$ cat src/rtl/pva_pkg.sv
// ----------------------------------------------------------------------------
// pva_pkg
// Shared types and codes of the polyphonic voice allocator.
// ----------------------------------------------------------------------------
package pva_pkg;

    typedef enum logic [1:0] {
        OP_NOTE_ON  = 2'd0,
        OP_NOTE_OFF = 2'd1,
        OP_PEDAL    = 2'd2,
        OP_REL_DONE = 2'd3
    } t_opcode;

    typedef enum logic [1:0] {
        KIND_NONE      = 2'd0,
        KIND_FREE      = 2'd1,
        KIND_RELEASING = 2'd2,
        KIND_STOLEN    = 2'd3
    } t_kind;

    typedef enum logic [1:0] {
        ST_IDLE,
        ST_SCAN,
        ST_COMMIT,
        ST_PSCAN
    } t_state;

    typedef struct packed {
        logic load;    // request accepted, latch fields
        logic scan;    // note search over all voices
        logic pscan;   // pedal release sweep
        logic commit;  // apply note on / note off
    } t_cmd;

    typedef struct packed {
        logic scan_done;
        logic commit_done;
    } t_sts;

endpackage

$ cat src/rtl/pva_ctrl.sv
// ----------------------------------------------------------------------------
// pva_ctrl
// Sequencer of the voice allocator: request intake, scans and commit.
// ----------------------------------------------------------------------------
module pva_ctrl import pva_pkg::*; (
    input  logic       i_clk,
    input  logic       i_rst_n,
    input  logic       i_in_valid,
    output logic       o_in_ready,
    input  logic [1:0] i_opcode,
    input  logic       i_pedal_down,
    input  t_sts       i_sts,
    output t_cmd       o_cmd
);

    t_state r_state;
    t_state n_state;

    always_ff @(posedge i_clk) begin
        if (!i_rst_n) begin
            r_state <= ST_IDLE;
        end else begin
            r_state <= n_state;
        end
    end

    always_comb begin
        n_state      = r_state;
        o_in_ready   = 1'b0;
        o_cmd        = '0;
        case (r_state)
            ST_IDLE: begin
                o_in_ready = 1'b1;
                if (i_in_valid) begin
                    o_cmd.load = 1'b1;
                    case (t_opcode'(i_opcode))
                        OP_NOTE_ON, OP_NOTE_OFF: n_state = ST_SCAN;
                        OP_PEDAL:                n_state = i_pedal_down ? ST_IDLE : ST_PSCAN;
                        default:                 n_state = ST_IDLE;
                    endcase
                end
            end
            ST_SCAN: begin
                o_cmd.scan = 1'b1;
                if (i_sts.scan_done) begin
                    n_state = ST_COMMIT;
                end
            end
            ST_COMMIT: begin
                o_cmd.commit = 1'b1;
                if (i_sts.commit_done) begin
                    n_state = ST_IDLE;
                end
            end
            ST_PSCAN: begin
                o_cmd.pscan = 1'b1;
                if (i_sts.scan_done) begin
                    n_state = ST_IDLE;
                end
            end
            default: begin
                n_state = ST_IDLE;
            end
        endcase
    end

endmodule

$ cat src/rtl/pva_datapath.sv
// ----------------------------------------------------------------------------
// pva_datapath
// Voice state, note/age memories, scan pipeline and result register.
// ----------------------------------------------------------------------------
module pva_datapath import pva_pkg::*; #(
    parameter int NUM_VOICES = 16,
    parameter int AGE_BITS   = 32
) (
    input  logic       i_clk,
    input  logic       i_rst_n,
    input  t_cmd       i_cmd,
    output t_sts       o_sts,
    input  logic [1:0] i_opcode,
    input  logic [6:0] i_note_number,
    input  logic [6:0] i_velocity,
    input  logic       i_pedal_down,
    input  logic [3:0] i_silent_voice,
    output logic       o_out_valid,
    input  logic       i_out_ready,
    output logic [3:0] o_voice_index,
    output logic [6:0] o_note_out,
    output logic [6:0] o_velocity_out,
    output logic       o_gate,
    output logic [1:0] o_alloc_kind,
    output logic       o_last
);

    localparam int                IDX_W    = $clog2(NUM_VOICES);
    localparam logic [IDX_W-1:0]  LAST_IDX = IDX_W'(NUM_VOICES - 1);
    localparam logic [7:0]        NV_LIMIT = 8'(NUM_VOICES);

    // per-voice flags, pedal and age clock
    logic [NUM_VOICES-1:0] r_active;
    logic [NUM_VOICES-1:0] r_releasing;
    logic [NUM_VOICES-1:0] r_sustained;
    logic [NUM_VOICES-1:0] r_age_vld;
    logic                  r_pedal;
    logic [AGE_BITS-1:0]   r_age_clock;

    // note and age storage
    logic [6:0]          note_mem [NUM_VOICES];
    logic [AGE_BITS-1:0] age_mem  [NUM_VOICES];
    logic [6:0]          r_rd_note;
    logic [AGE_BITS-1:0] r_rd_age;

    // latched request
    t_opcode    r_op;
    logic [6:0] r_note;
    logic [6:0] r_vel;

    // scan pipeline
    logic [IDX_W-1:0] r_idx;
    logic             r_iss_done;
    logic             r_ev_vld;
    logic [IDX_W-1:0] r_ev_idx;
    logic [IDX_W-1:0] rd_addr;

    // search results
    logic                r_hit_found;
    logic [IDX_W-1:0]    r_hit_idx;
    logic                r_free_found;
    logic [IDX_W-1:0]    r_free_idx;
    logic                r_rel_found;
    logic [IDX_W-1:0]    r_rel_idx;
    logic                r_min_found;
    logic [IDX_W-1:0]    r_min_idx;
    logic [AGE_BITS-1:0] r_min_age;

    logic                r_out_vld;

    logic                scan_en;
    logic                sc_ev;
    logic                ev_match;
    logic [AGE_BITS-1:0] ev_age;
    logic                pscan_hit;
    logic                stall;
    logic                p_emit;
    logic                out_free;
    logic                need_emit;
    logic                c_fire;
    logic                c_emit;
    logic                emit;
    logic                any_above;
    logic [IDX_W-1:0]    sel_idx;
    t_kind               sel_kind;
    logic [7:0]          silent_ext;
    logic [IDX_W-1:0]    silent_idx;
    logic                silent_ok;
    t_opcode             in_op;

    logic [IDX_W-1:0]    n_out_idx;
    logic [IDX_W+3:0]    out_idx_ext;
    logic [6:0]          n_out_note;
    logic [6:0]          n_out_vel;
    logic                n_out_gate;
    t_kind               n_out_kind;
    logic                n_out_last;

    assign in_op      = t_opcode'(i_opcode);
    assign silent_ext = {4'b0, i_silent_voice};
    assign silent_idx = silent_ext[IDX_W-1:0];
    assign silent_ok  = (silent_ext < NV_LIMIT);

    assign out_free   = !r_out_vld || i_out_ready;
    assign scan_en    = i_cmd.scan || i_cmd.pscan;
    assign sc_ev      = i_cmd.scan && r_ev_vld;
    assign ev_match   = r_active[r_ev_idx] && (r_rd_note == r_note);
    assign ev_age     = r_age_vld[r_ev_idx] ? r_rd_age : '0;

    assign pscan_hit  = i_cmd.pscan && r_ev_vld && r_sustained[r_ev_idx];
    assign stall      = pscan_hit && !out_free;
    assign p_emit     = pscan_hit && out_free;

    assign need_emit  = (r_op == OP_NOTE_ON) ||
                        ((r_op == OP_NOTE_OFF) && r_hit_found && !r_pedal);
    assign c_fire     = i_cmd.commit && (!need_emit || out_free);
    assign c_emit     = c_fire && need_emit;
    assign emit       = c_emit || p_emit;

    assign rd_addr    = stall ? r_ev_idx : r_idx;

    assign o_sts.scan_done   = r_ev_vld && r_iss_done && (r_ev_idx == LAST_IDX) && !stall;
    assign o_sts.commit_done = c_fire;

    // voice choice: retrigger, free, releasing, oldest
    always_comb begin
        if (r_hit_found) begin
            sel_idx  = r_hit_idx;
            sel_kind = KIND_NONE;
        end else if (r_free_found) begin
            sel_idx  = r_free_idx;
            sel_kind = KIND_FREE;
        end else if (r_rel_found) begin
            sel_idx  = r_rel_idx;
            sel_kind = KIND_RELEASING;
        end else begin
            sel_idx  = r_min_idx;
            sel_kind = KIND_STOLEN;
        end
    end

    // any sustained voice still ahead of the sweep
    always_comb begin
        any_above = 1'b0;
        for (int j = 0; j < NUM_VOICES; j++) begin
            if ((IDX_W'(j) > r_ev_idx) && r_sustained[j]) begin
                any_above = 1'b1;
            end
        end
    end

    always_ff @(posedge i_clk) begin
        if (!i_rst_n) begin
            r_idx      <= '0;
            r_iss_done <= 1'b0;
            r_ev_vld   <= 1'b0;
            r_ev_idx   <= '0;
        end else if (i_cmd.load) begin
            r_idx      <= '0;
            r_iss_done <= 1'b0;
            r_ev_vld   <= 1'b0;
        end else if (scan_en && !stall) begin
            if (!r_iss_done) begin
                r_ev_vld <= 1'b1;
                r_ev_idx <= r_idx;
                if (r_idx == LAST_IDX) begin
                    r_iss_done <= 1'b1;
                end else begin
                    r_idx <= r_idx + 1'b1;
                end
            end else begin
                r_ev_vld <= 1'b0;
            end
        end
    end

    always_ff @(posedge i_clk) begin
        if (c_emit && (r_op == OP_NOTE_ON)) begin
            note_mem[sel_idx] <= r_note;
            age_mem[sel_idx]  <= r_age_clock;
        end
        r_rd_note <= note_mem[rd_addr];
        r_rd_age  <= age_mem[rd_addr];
    end

    always_ff @(posedge i_clk) begin
        if (!i_rst_n) begin
            r_active    <= '0;
            r_releasing <= '0;
            r_sustained <= '0;
            r_age_vld   <= '0;
            r_pedal     <= 1'b0;
            r_age_clock <= '0;
        end else begin
            if (i_cmd.load && (in_op == OP_PEDAL)) begin
                r_pedal <= i_pedal_down;
            end
            if (i_cmd.load && (in_op == OP_REL_DONE) && silent_ok) begin
                r_releasing[silent_idx] <= 1'b0;
            end
            if (c_emit && (r_op == OP_NOTE_ON)) begin
                r_active[sel_idx]    <= 1'b1;
                r_releasing[sel_idx] <= 1'b0;
                r_age_vld[sel_idx]   <= 1'b1;
                r_age_clock          <= r_age_clock + 1'b1;
            end
            if (c_fire && (r_op == OP_NOTE_OFF) && r_hit_found) begin
                if (r_pedal) begin
                    r_sustained[r_hit_idx] <= 1'b1;
                end else begin
                    r_active[r_hit_idx]    <= 1'b0;
                    r_releasing[r_hit_idx] <= 1'b1;
                end
            end
            if (p_emit) begin
                r_sustained[r_ev_idx] <= 1'b0;
                r_active[r_ev_idx]    <= 1'b0;
                r_releasing[r_ev_idx] <= 1'b1;
            end
        end
    end

    always_ff @(posedge i_clk) begin
        if (i_cmd.load) begin
            r_op         <= in_op;
            r_note       <= i_note_number;
            r_vel        <= i_velocity;
            r_hit_found  <= 1'b0;
            r_free_found <= 1'b0;
            r_rel_found  <= 1'b0;
            r_min_found  <= 1'b0;
        end else if (sc_ev) begin
            if (!r_hit_found && ev_match) begin
                r_hit_found <= 1'b1;
                r_hit_idx   <= r_ev_idx;
            end
            if (!r_free_found && !r_active[r_ev_idx] && !r_releasing[r_ev_idx]) begin
                r_free_found <= 1'b1;
                r_free_idx   <= r_ev_idx;
            end
            if (!r_rel_found && r_releasing[r_ev_idx]) begin
                r_rel_found <= 1'b1;
                r_rel_idx   <= r_ev_idx;
            end
            if (!r_min_found || (ev_age < r_min_age)) begin
                r_min_found <= 1'b1;
                r_min_age   <= ev_age;
                r_min_idx   <= r_ev_idx;
            end
        end
    end

    // result payload
    always_comb begin
        if (p_emit) begin
            n_out_idx  = r_ev_idx;
            n_out_note = r_active[r_ev_idx] ? r_rd_note : 7'd0;
            n_out_vel  = 7'd0;
            n_out_gate = 1'b0;
            n_out_kind = KIND_NONE;
            n_out_last = !any_above;
        end else if (r_op == OP_NOTE_ON) begin
            n_out_idx  = sel_idx;
            n_out_note = r_note;
            n_out_vel  = r_vel;
            n_out_gate = 1'b1;
            n_out_kind = sel_kind;
            n_out_last = 1'b1;
        end else begin
            n_out_idx  = r_hit_idx;
            n_out_note = r_note;
            n_out_vel  = 7'd0;
            n_out_gate = 1'b0;
            n_out_kind = KIND_NONE;
            n_out_last = 1'b1;
        end
        out_idx_ext = {4'b0, n_out_idx};
    end

    always_ff @(posedge i_clk) begin
        if (!i_rst_n) begin
            r_out_vld <= 1'b0;
        end else if (emit) begin
            r_out_vld <= 1'b1;
        end else if (i_out_ready) begin
            r_out_vld <= 1'b0;
        end
    end

    always_ff @(posedge i_clk) begin
        if (emit) begin
            o_voice_index  <= out_idx_ext[3:0];
            o_note_out     <= n_out_note;
            o_velocity_out <= n_out_vel;
            o_gate         <= n_out_gate;
            o_alloc_kind   <= n_out_kind;
            o_last         <= n_out_last;
        end
    end

    assign o_out_valid = r_out_vld;

endmodule

$ cat src/rtl/poly_voice_allocator.sv
// ----------------------------------------------------------------------------
// poly_voice_allocator
// Polyphonic voice allocator with oldest-note stealing.
// ----------------------------------------------------------------------------
// Requests come in on i_in_valid/o_in_ready: note on, note off, sustain
// pedal change, or release done for one voice. Results leave on
// o_out_valid/i_out_ready, one gate event each; o_last marks the final
// result of a request.
// Note on and note off sweep every voice through the note/age memory read
// port, one voice a cycle. A pedal release sweeps the same way, but holds
// while it waits on the receiver. Pedal press and release done need no
// sweep.
// The result register decouples the sides: a new request is taken while a
// result still waits. When the receiver stalls, a note on, or a note off
// that sends a gate-off, waits in its commit step and a sweep holds on the
// voice whose gate-off cannot be sent.
// Reset clears all voices to inactive, idle and unsustained, the age clock
// and the pedal; no clearing pass is needed.
// ----------------------------------------------------------------------------
module poly_voice_allocator import pva_pkg::*; #(
    parameter int NUM_VOICES = 16,
    parameter int AGE_BITS   = 32
) (
    input  logic       i_clk,
    input  logic       i_rst_n,
    input  logic       i_in_valid,
    output logic       o_in_ready,
    input  logic [1:0] i_opcode,
    input  logic [6:0] i_note_number,
    input  logic [6:0] i_velocity,
    input  logic       i_pedal_down,
    input  logic [3:0] i_silent_voice,
    output logic       o_out_valid,
    input  logic       i_out_ready,
    output logic [3:0] o_voice_index,
    output logic [6:0] o_note_out,
    output logic [6:0] o_velocity_out,
    output logic       o_gate,
    output logic [1:0] o_alloc_kind,
    output logic       o_last
);

    t_cmd cmd;
    t_sts sts;

    pva_ctrl u_ctrl (
        .i_clk        (i_clk),
        .i_rst_n      (i_rst_n),
        .i_in_valid   (i_in_valid),
        .o_in_ready   (o_in_ready),
        .i_opcode     (i_opcode),
        .i_pedal_down (i_pedal_down),
        .i_sts        (sts),
        .o_cmd        (cmd)
    );

    pva_datapath #(
        .NUM_VOICES (NUM_VOICES),
        .AGE_BITS   (AGE_BITS)
    ) u_dp (
        .i_clk          (i_clk),
        .i_rst_n        (i_rst_n),
        .i_cmd          (cmd),
        .o_sts          (sts),
        .i_opcode       (i_opcode),
        .i_note_number  (i_note_number),
        .i_velocity     (i_velocity),
        .i_pedal_down   (i_pedal_down),
        .i_silent_voice (i_silent_voice),
        .o_out_valid    (o_out_valid),
        .i_out_ready    (i_out_ready),
        .o_voice_index  (o_voice_index),
        .o_note_out     (o_note_out),
        .o_velocity_out (o_velocity_out),
        .o_gate         (o_gate),
        .o_alloc_kind   (o_alloc_kind),
        .o_last         (o_last)
    );

endmodule

$ cat config.mk
export PLATFORM = sky130hd
export DESIGN_NAME = poly_voice_allocator
export DESIGN_NICKNAME = d
export VERILOG_FILES = /design/src/rtl/pva_pkg.sv /design/src/rtl/pva_ctrl.sv /design/src/rtl/pva_datapath.sv /design/src/rtl/poly_voice_allocator.sv
export SDC_FILE = /design/constraint.sdc
export NUM_CORES = 1
export LEC_CHECK = 0
export BUFFER_PORTS_ARGS = -buffer_cell sky130_fd_sc_hd__clkbuf_2
export CAP_MARGIN = 20
export CORE_MARGIN = 1.5
export CORE_UTILIZATION = 35
export DETAILED_ROUTE_END_ITERATION = 7
export SLEW_MARGIN = 30
export SYNTH_ARGS = -nofsm -noshare
export SYNTH_HDL_FRONTEND = slang
export SYNTH_SLANG_ARGS = --single-unit
$ cat constraint.sdc
create_clock -name i_clk -period 6.27 [get_ports i_clk]
set_input_delay 0.3135 -clock i_clk [delete_from_list [all_inputs] [get_ports i_clk]]
set_output_delay 0.3135 -clock i_clk [all_outputs]
set_load 0.02 [all_outputs]
* Word level (Yosys, flattened, before mapping)
Memories as Yosys holds them, arrays and structs flattened. A register that Yosys moved wholly into a read port is not among the register bits.
Index checks and enable logic that the tools add are counted.
** Word-level totals
- Flip-flop bits (word level) :: 200
- Bits in writable memories :: 624
- Output and inout bits :: 24
- Logic and storage cells :: 258
- Memories kept :: 2
** Memory list
- u_dp.age_mem :: words 16, bits a word 32, read ports 1, clocked after Yosys merged registers in 1, write ports 1, RTL line pva_datapath.sv:42 : logic [AGE_BITS-1:0] age_mem [NUM_VOICES];
- u_dp.note_mem :: words 16, bits a word 7, read ports 1, clocked after Yosys merged registers in 1, write ports 1, RTL line pva_datapath.sv:41 : logic [6:0] note_mem [NUM_VOICES];
** Operators by class
- Add/subtract/negate cells :: 2
- Order comparisons :: 26
- Equality and inequality tests :: 14
- Muxes and demuxes :: 82
- Bitwise gates (word level) :: 19
- Reductions and logical operators :: 82
** Operators by type and width (number)
- $mux W16 :: 18
- $and A16 B16 Y16 :: 5
- $or A16 B16 Y16 :: 5
- $not A16 Y16 :: 4
- $logic_and A1 B1 Y1 :: 44
- $mux W1 :: 40
- $add A32 B1 Y32 const B :: 1
- $gt A4 B4 Y1 const A :: 8
- $lt A32 B32 Y1 :: 1
- $mux W32 :: 1
- $lt A4 B5 Y1 const B :: 5
- $mux W4 :: 6
- $reduce_and A3 Y1 :: 6
- $bmux W1 S4 :: 4
- $demux W1 S4 :: 4
- $ge A4 B1 Y1 const B :: 4
- $gt A3 B4 Y1 const A :: 4
- $mux W7 :: 2
- $logic_not A1 Y1 :: 12
- $mux W2 :: 5
- $eq A2 B2 Y1 const B :: 4
- $eq A4 B4 Y1 const B :: 2
- $gt A1 B4 Y1 const A :: 2
- $gt A2 B4 Y1 const A :: 2
- other kinds (16) :: 36

* Logic depth before layout (Yosys ltp)
- Depth after elaboration :: 19
- Depth in mapped cells :: 13
- Mapped depth without buffers :: 11

* By module
A second synthesis with hierarchy kept.
** Second synthesis, totals
- Cell total of the unflattened synthesis :: 4054
- Area total of the unflattened synthesis :: 43103.8 µm²
** Modules (own cells, without submodules)
- pva_datapath :: times used 1, cells each 4036, area an instance 42939.9 µm², sequential area each 24343.3 µm²
- pva_ctrl :: times used 1, cells each 18, area an instance 163.9 µm², sequential area each 40.0 µm²

* Least setup slack after synthesis
No wires, ideal clock.
- Kind :: register to register
- Start point :: reg u_dp.r_ev_idx[0]
- End point :: reg u_dp.r_min_age[0], enable pin
- Library setup time :: 0.441 ns
- Data arrival time :: 5.155 ns
- Required time :: 5.829 ns
- Path slack :: 0.674 ns
- Cell stages (with the launch flop) :: 14
- Buffers on the path :: 2
- Clock period less this slack :: 5.596 ns
- Cells stage by stage :: dfxtp_1 > clkbuf_1 > mux4_2 > mux4_2 > clkbuf_1 > and2_1 > ha_1 > a21o_1 > a21o_1 > a21oi_1 > o211ai_1 > a221oi_1 > o31ai_1 > a21oi_1
** Between the ends
- Cells in the longest elaborated chain, start to end :: 6
** RTL lines
- from (decl) :: RTL line pva_datapath.sv:55 : logic [IDX_W-1:0] r_ev_idx;
- from (signal assigned) :: RTL line pva_datapath.sv:165 : r_ev_idx <= r_idx;
- $bmux W1 S4 :: RTL line pva_datapath.sv:108 : assign ev_age = r_age_vld[r_ev_idx] ? r_rd_age : '0;
- $mux W1 (not written as such) :: RTL line pva_datapath.sv:108
- $mux W32 :: RTL line pva_datapath.sv:108
- via u_dp.ev_age[9] :: RTL line pva_datapath.sv:74 : logic [AGE_BITS-1:0] ev_age;
- $lt A32 B32 Y1 :: RTL line pva_datapath.sv:245 : if (!r_min_found || (ev_age < r_min_age)) begin
- $logic_or A1 B1 Y1 :: RTL line pva_datapath.sv:245
- $reduce_and A3 Y1 (no source line)
- to (signal assigned) :: RTL line pva_datapath.sv:247 : r_min_age <= ev_age;
- to (decl) :: RTL line pva_datapath.sv:67 : logic [AGE_BITS-1:0] r_min_age;
The timed path passes the listed nets, and every way through them passes these cells. The select of a mux whose other input is x is not followed.
A chain may end at the register's enable or synchronous reset.

* Worst setup path after layout
- Start point :: reg u_dp.r_ev_idx[0]
- End point :: reg u_dp.r_min_age[12], enable pin
The elaborated chain is that of the path after synthesis.

==> metrics.txt <==
outcome completed; clock edge transition at the registers on the reported setup and hold paths approximately 0.06 ns; commonest non-fill, non-tap cells in the layout 710 x edfxtp_1, 189 x mux2_2, 151 x dfxtp_1; initial antenna violation count 4; Hold Worst Slack ~0.04 ns; Rows 115; Non-Filler Instances roughly 3,700; critical-path cell with the highest stage delay mux4_2; Mapped Cells about 2,200; Tightest Hold Check Type in -> reg; kind of launch point of the worst setup path flip-flop; Worst Clk Skew ~0.021 ns; growth of design area from synthesis to finish 14.63%; static leakage around 14 nW; gr ovfl total 0; number of global-route vias before repair between 15,000 and 20,000; share of synthesized registers carrying an async set or reset 0; clock sink total 863; Net Switching about 2.4 mW; setup repair after global routing missed its margin false; fraction of the yosys area taken by sequential cells 0.7029; portion of total power attributed to combinational logic 0.025; postcts setup bufs 0; violation count after the first detailed-routing iteration around 1,600; width of the die ~320 um; setup violators final 0; count of state elements after synthesis 863; Post-layout nets around 2,300; number of cells after detailed placement between 3,000 and 4,000; Post-DP Area 36,690 sq um; main flop type after synthesis edfxtp_1; placeable core area ~98,000 sq um; TritonCTS buffer count just under 90; average footprint of a synthesized cell around 16 sq um; warnings from Yosys 0; later-pin clock latency in the skew report about 0.64 ns; number of antenna-violating nets in the routed design 0; Mapped Nets 2,245; Die ar. a little over 100,000 sq um; port bufs 48; post-layout instance area around 40,000 sq um; initial standard-cell utilization of the core 0.3530; DRT Wirelength 87.45 mm; ratio of final minimum period to clock period 0.8118; global-route wire length before repair approximately 130 mm; most frequent standard cell in the layout excluding fill and tap cells edfxtp_1; DR WL/cell roughly 24 um; cells along the critical path mux4_2 > mux4_2 > and2_1 > ha_1 > a21o_1 > a21o_1 > a21oi_1 > o211ai_1 > a221oi_1 > o31ai_1 > a21oi_4 > buf_4; IO Count 49; Max rail drop VDD about 0.19 mV; most used routing layer met2; weighted congestion at the end of routability-driven global placement slightly below 0.9; hold violation total from the final report 0; maximum fanout encountered on the critical timing path 32; cts hold-fix bufs 17; Max Transition Viols Final 0; remaining routing DRC violations 0; final worst setup slack 1.180 ns; Vias/cell about 5.3; clock share of power 0.445; Bufs on Longest Clock Path 3; fraction of power spent switching nets 0.2019; Worst Setup Slack post-DPL approximately 1.1 ns; pin count of the biggest net entering global routing approximately 50; CTS resizes 0; CTS Root Cell clkbuf_16; Clock H-tree levels 3; DPL Wire Length just over 50 mm; Distinct cells, synth 61; sort of element at the end of the critical path flip-flop; Worst Tran Pin Value approximately 1.0 ns; number of diodes 0; crit path kind reg -> reg; Tot GR Track Use 0.1703; pwr dens between 200 and 300 nW/um^2; GR met3 Demand/Resource 0.02044; via count around 20,000; Max Cap Viol 0; met2 capacity usage during global routing 0.2881; count of flip-flops with a built-in enable after synthesis 710; arrival time of the worst setup path around 5.4 ns; headroom to the max-slew limit 0.3275; met1 track demand over resource in global routing 0.2260; layout cell share with drive strength beyond 1 0.2043; max frequency just under 200 MHz; First-pass DRT Iterations 5; data required time of the worst path roughly 6.6 ns; final design utilization 0.4046; Tmin final just over 5 ns; Chip Height roughly 320 um; Overall Power 11.75 mW; total internal power ~9.4 mW; synthesized area 34,690 sq um; Flop pwr share 0.530; TritonCTS clock tree done; stage delay of the slowest cell on the critical path around 0.77 ns; setup TNS after final layout 0 ns
-- flip-flops by register name (all words and copies together) (netlist names), 7 cells and up --
signal and cells:
u_dp.r_note 7, u_dp.r_min_age 32, u_dp.r_rd_note 7, u_dp.o_note_out 7
u_dp.o_velocity_out 7, u_dp.r_releasing 16, u_dp.r_rd_age 32, u_dp.r_sustained 16
u_dp.r_age_clock 32, u_dp.r_vel 7, u_dp.r_active 16, u_dp.note_mem 112
u_dp.r_age_vld 16, u_dp.age_mem 512
-- metal layers --
metal	routed length (um)	share of wire	vias to the layer above
li1	-	-	8737
met4	2455	0.028	0
met3	4292	0.049	141
met1	38080	0.44	10028
met5	0	0	-
met2	42620	0.49	608
-- final timing paths --
check / from / depth (start not counted) / endpoint / slack, ns
min: i_in_valid / 3 / u_ctrl.r_state[1]$_SDFFE_PN0P_ / 0.04
max: u_dp.r_ev_idx[0]$_SDFFE_PN0P_ / 12 / u_dp.r_min_age[12]$_DFFE_PP_ / 1.18
max reg2reg: u_dp.r_ev_idx[0]$_SDFFE_PN0P_ / 12 / u_dp.r_min_age[12]$_DFFE_PP_ / 1.18
min reg2reg: u_dp.r_age_vld[13]$_SDFFE_PN0P_ / 1 / u_dp.r_age_vld[13]$_SDFFE_PN0P_ / 0.47
-- worst max-delay path: cells and delay by family, from the launching register on --
kind | cells | cell delay, ns
adders and majority gates | 1 | 0.32
buffers and inverters | 1 | 0.37
muxes | 2 | 1.35
and+or+nand+nor | 1 | 0.30
DFF | 1 | 0.72
AOI/OAI and AO/OA | 7 | 1.72
-- synth_stat cells, types with 8 or more instances --
| cell | n | area (sq um) |
|---|---|---|
| a21boi_0 | 9 | 67.56 |
| a21o_1 | 13 | 97.59 |
| a21oi_1 | 28 | 140.1 |
| a22oi_1 | 130 | 975.9 |
| and2_1 | 75 | 469.2 |
| and3_1 | 20 | 125.1 |
| buf_2 | 8 | 40.04 |
| buf_4 | 25 | 187.7 |
| buf_6 | 9 | 101.4 |
| clkbuf_1 | 63 | 236.5 |
| dfxtp_1 | 153 | 3063 |
| edfxtp_1 | 710 | 21320 |
| ha_1 | 33 | 412.9 |
| inv_1 | 37 | 138.9 |
| mux2_1 | 70 | 788.3 |
| mux2_2 | 189 | 2128 |
| mux2i_1 | 70 | 700.7 |
| mux4_2 | 20 | 450.4 |
| nand2_1 | 65 | 244.0 |
| nand2b_1 | 15 | 93.84 |
| nand3_1 | 22 | 110.1 |
| nand4_1 | 51 | 319.1 |
| nor2_1 | 52 | 195.2 |
| nor2b_1 | 20 | 125.1 |
| nor3_1 | 24 | 120.1 |
| nor3b_1 | 24 | 180.2 |
| o21a_1 | 34 | 255.2 |
| o21ai_0 | 48 | 240.2 |
| o22a_1 | 28 | 245.2 |
| o22ai_1 | 16 | 100.1 |
| o31ai_1 | 13 | 97.59 |
| or3_1 | 15 | 93.84 |
| xnor2_1 | 20 | 175.2 |
| xor2_1 | 15 | 131.4 |
-- cells by family after synthesis --
family / synth area share
AO/OA/AOI/OAI: 0.07282
XOR/XNOR: 0.008837
adder cells (fa/ha/maj): 0.01190
buffers and inverters: 0.02063
flip-flops: 0.7029
multiplexers: 0.1183
AND/OR/NAND/NOR: 0.06457
-- final cells by class --
cell class / count / area, sq um
clock buffers: 130 / 2492
clock inverters: 33 / 399.1
fillers: 8812 / 58510
inverters: 39 / 146.4
multi-input cells: 1179 / 9773
flip-flops and latches: 863 / 24390
well taps: 1287 / 1610
repair buffers: 120 / 955.9
-- power groups by stage --
stage,registers (mW),clock network (mW),logic (mW)
finish,6.23,5.23,0.291
CTS,6.23,5.31,0.292
floorplan,6.33,0,0.194
global placement,6.35,0,0.275
global route,6.23,5.51,0.312
detailed placement,6.35,0,0.283
(Power assumes the default switching activity.)
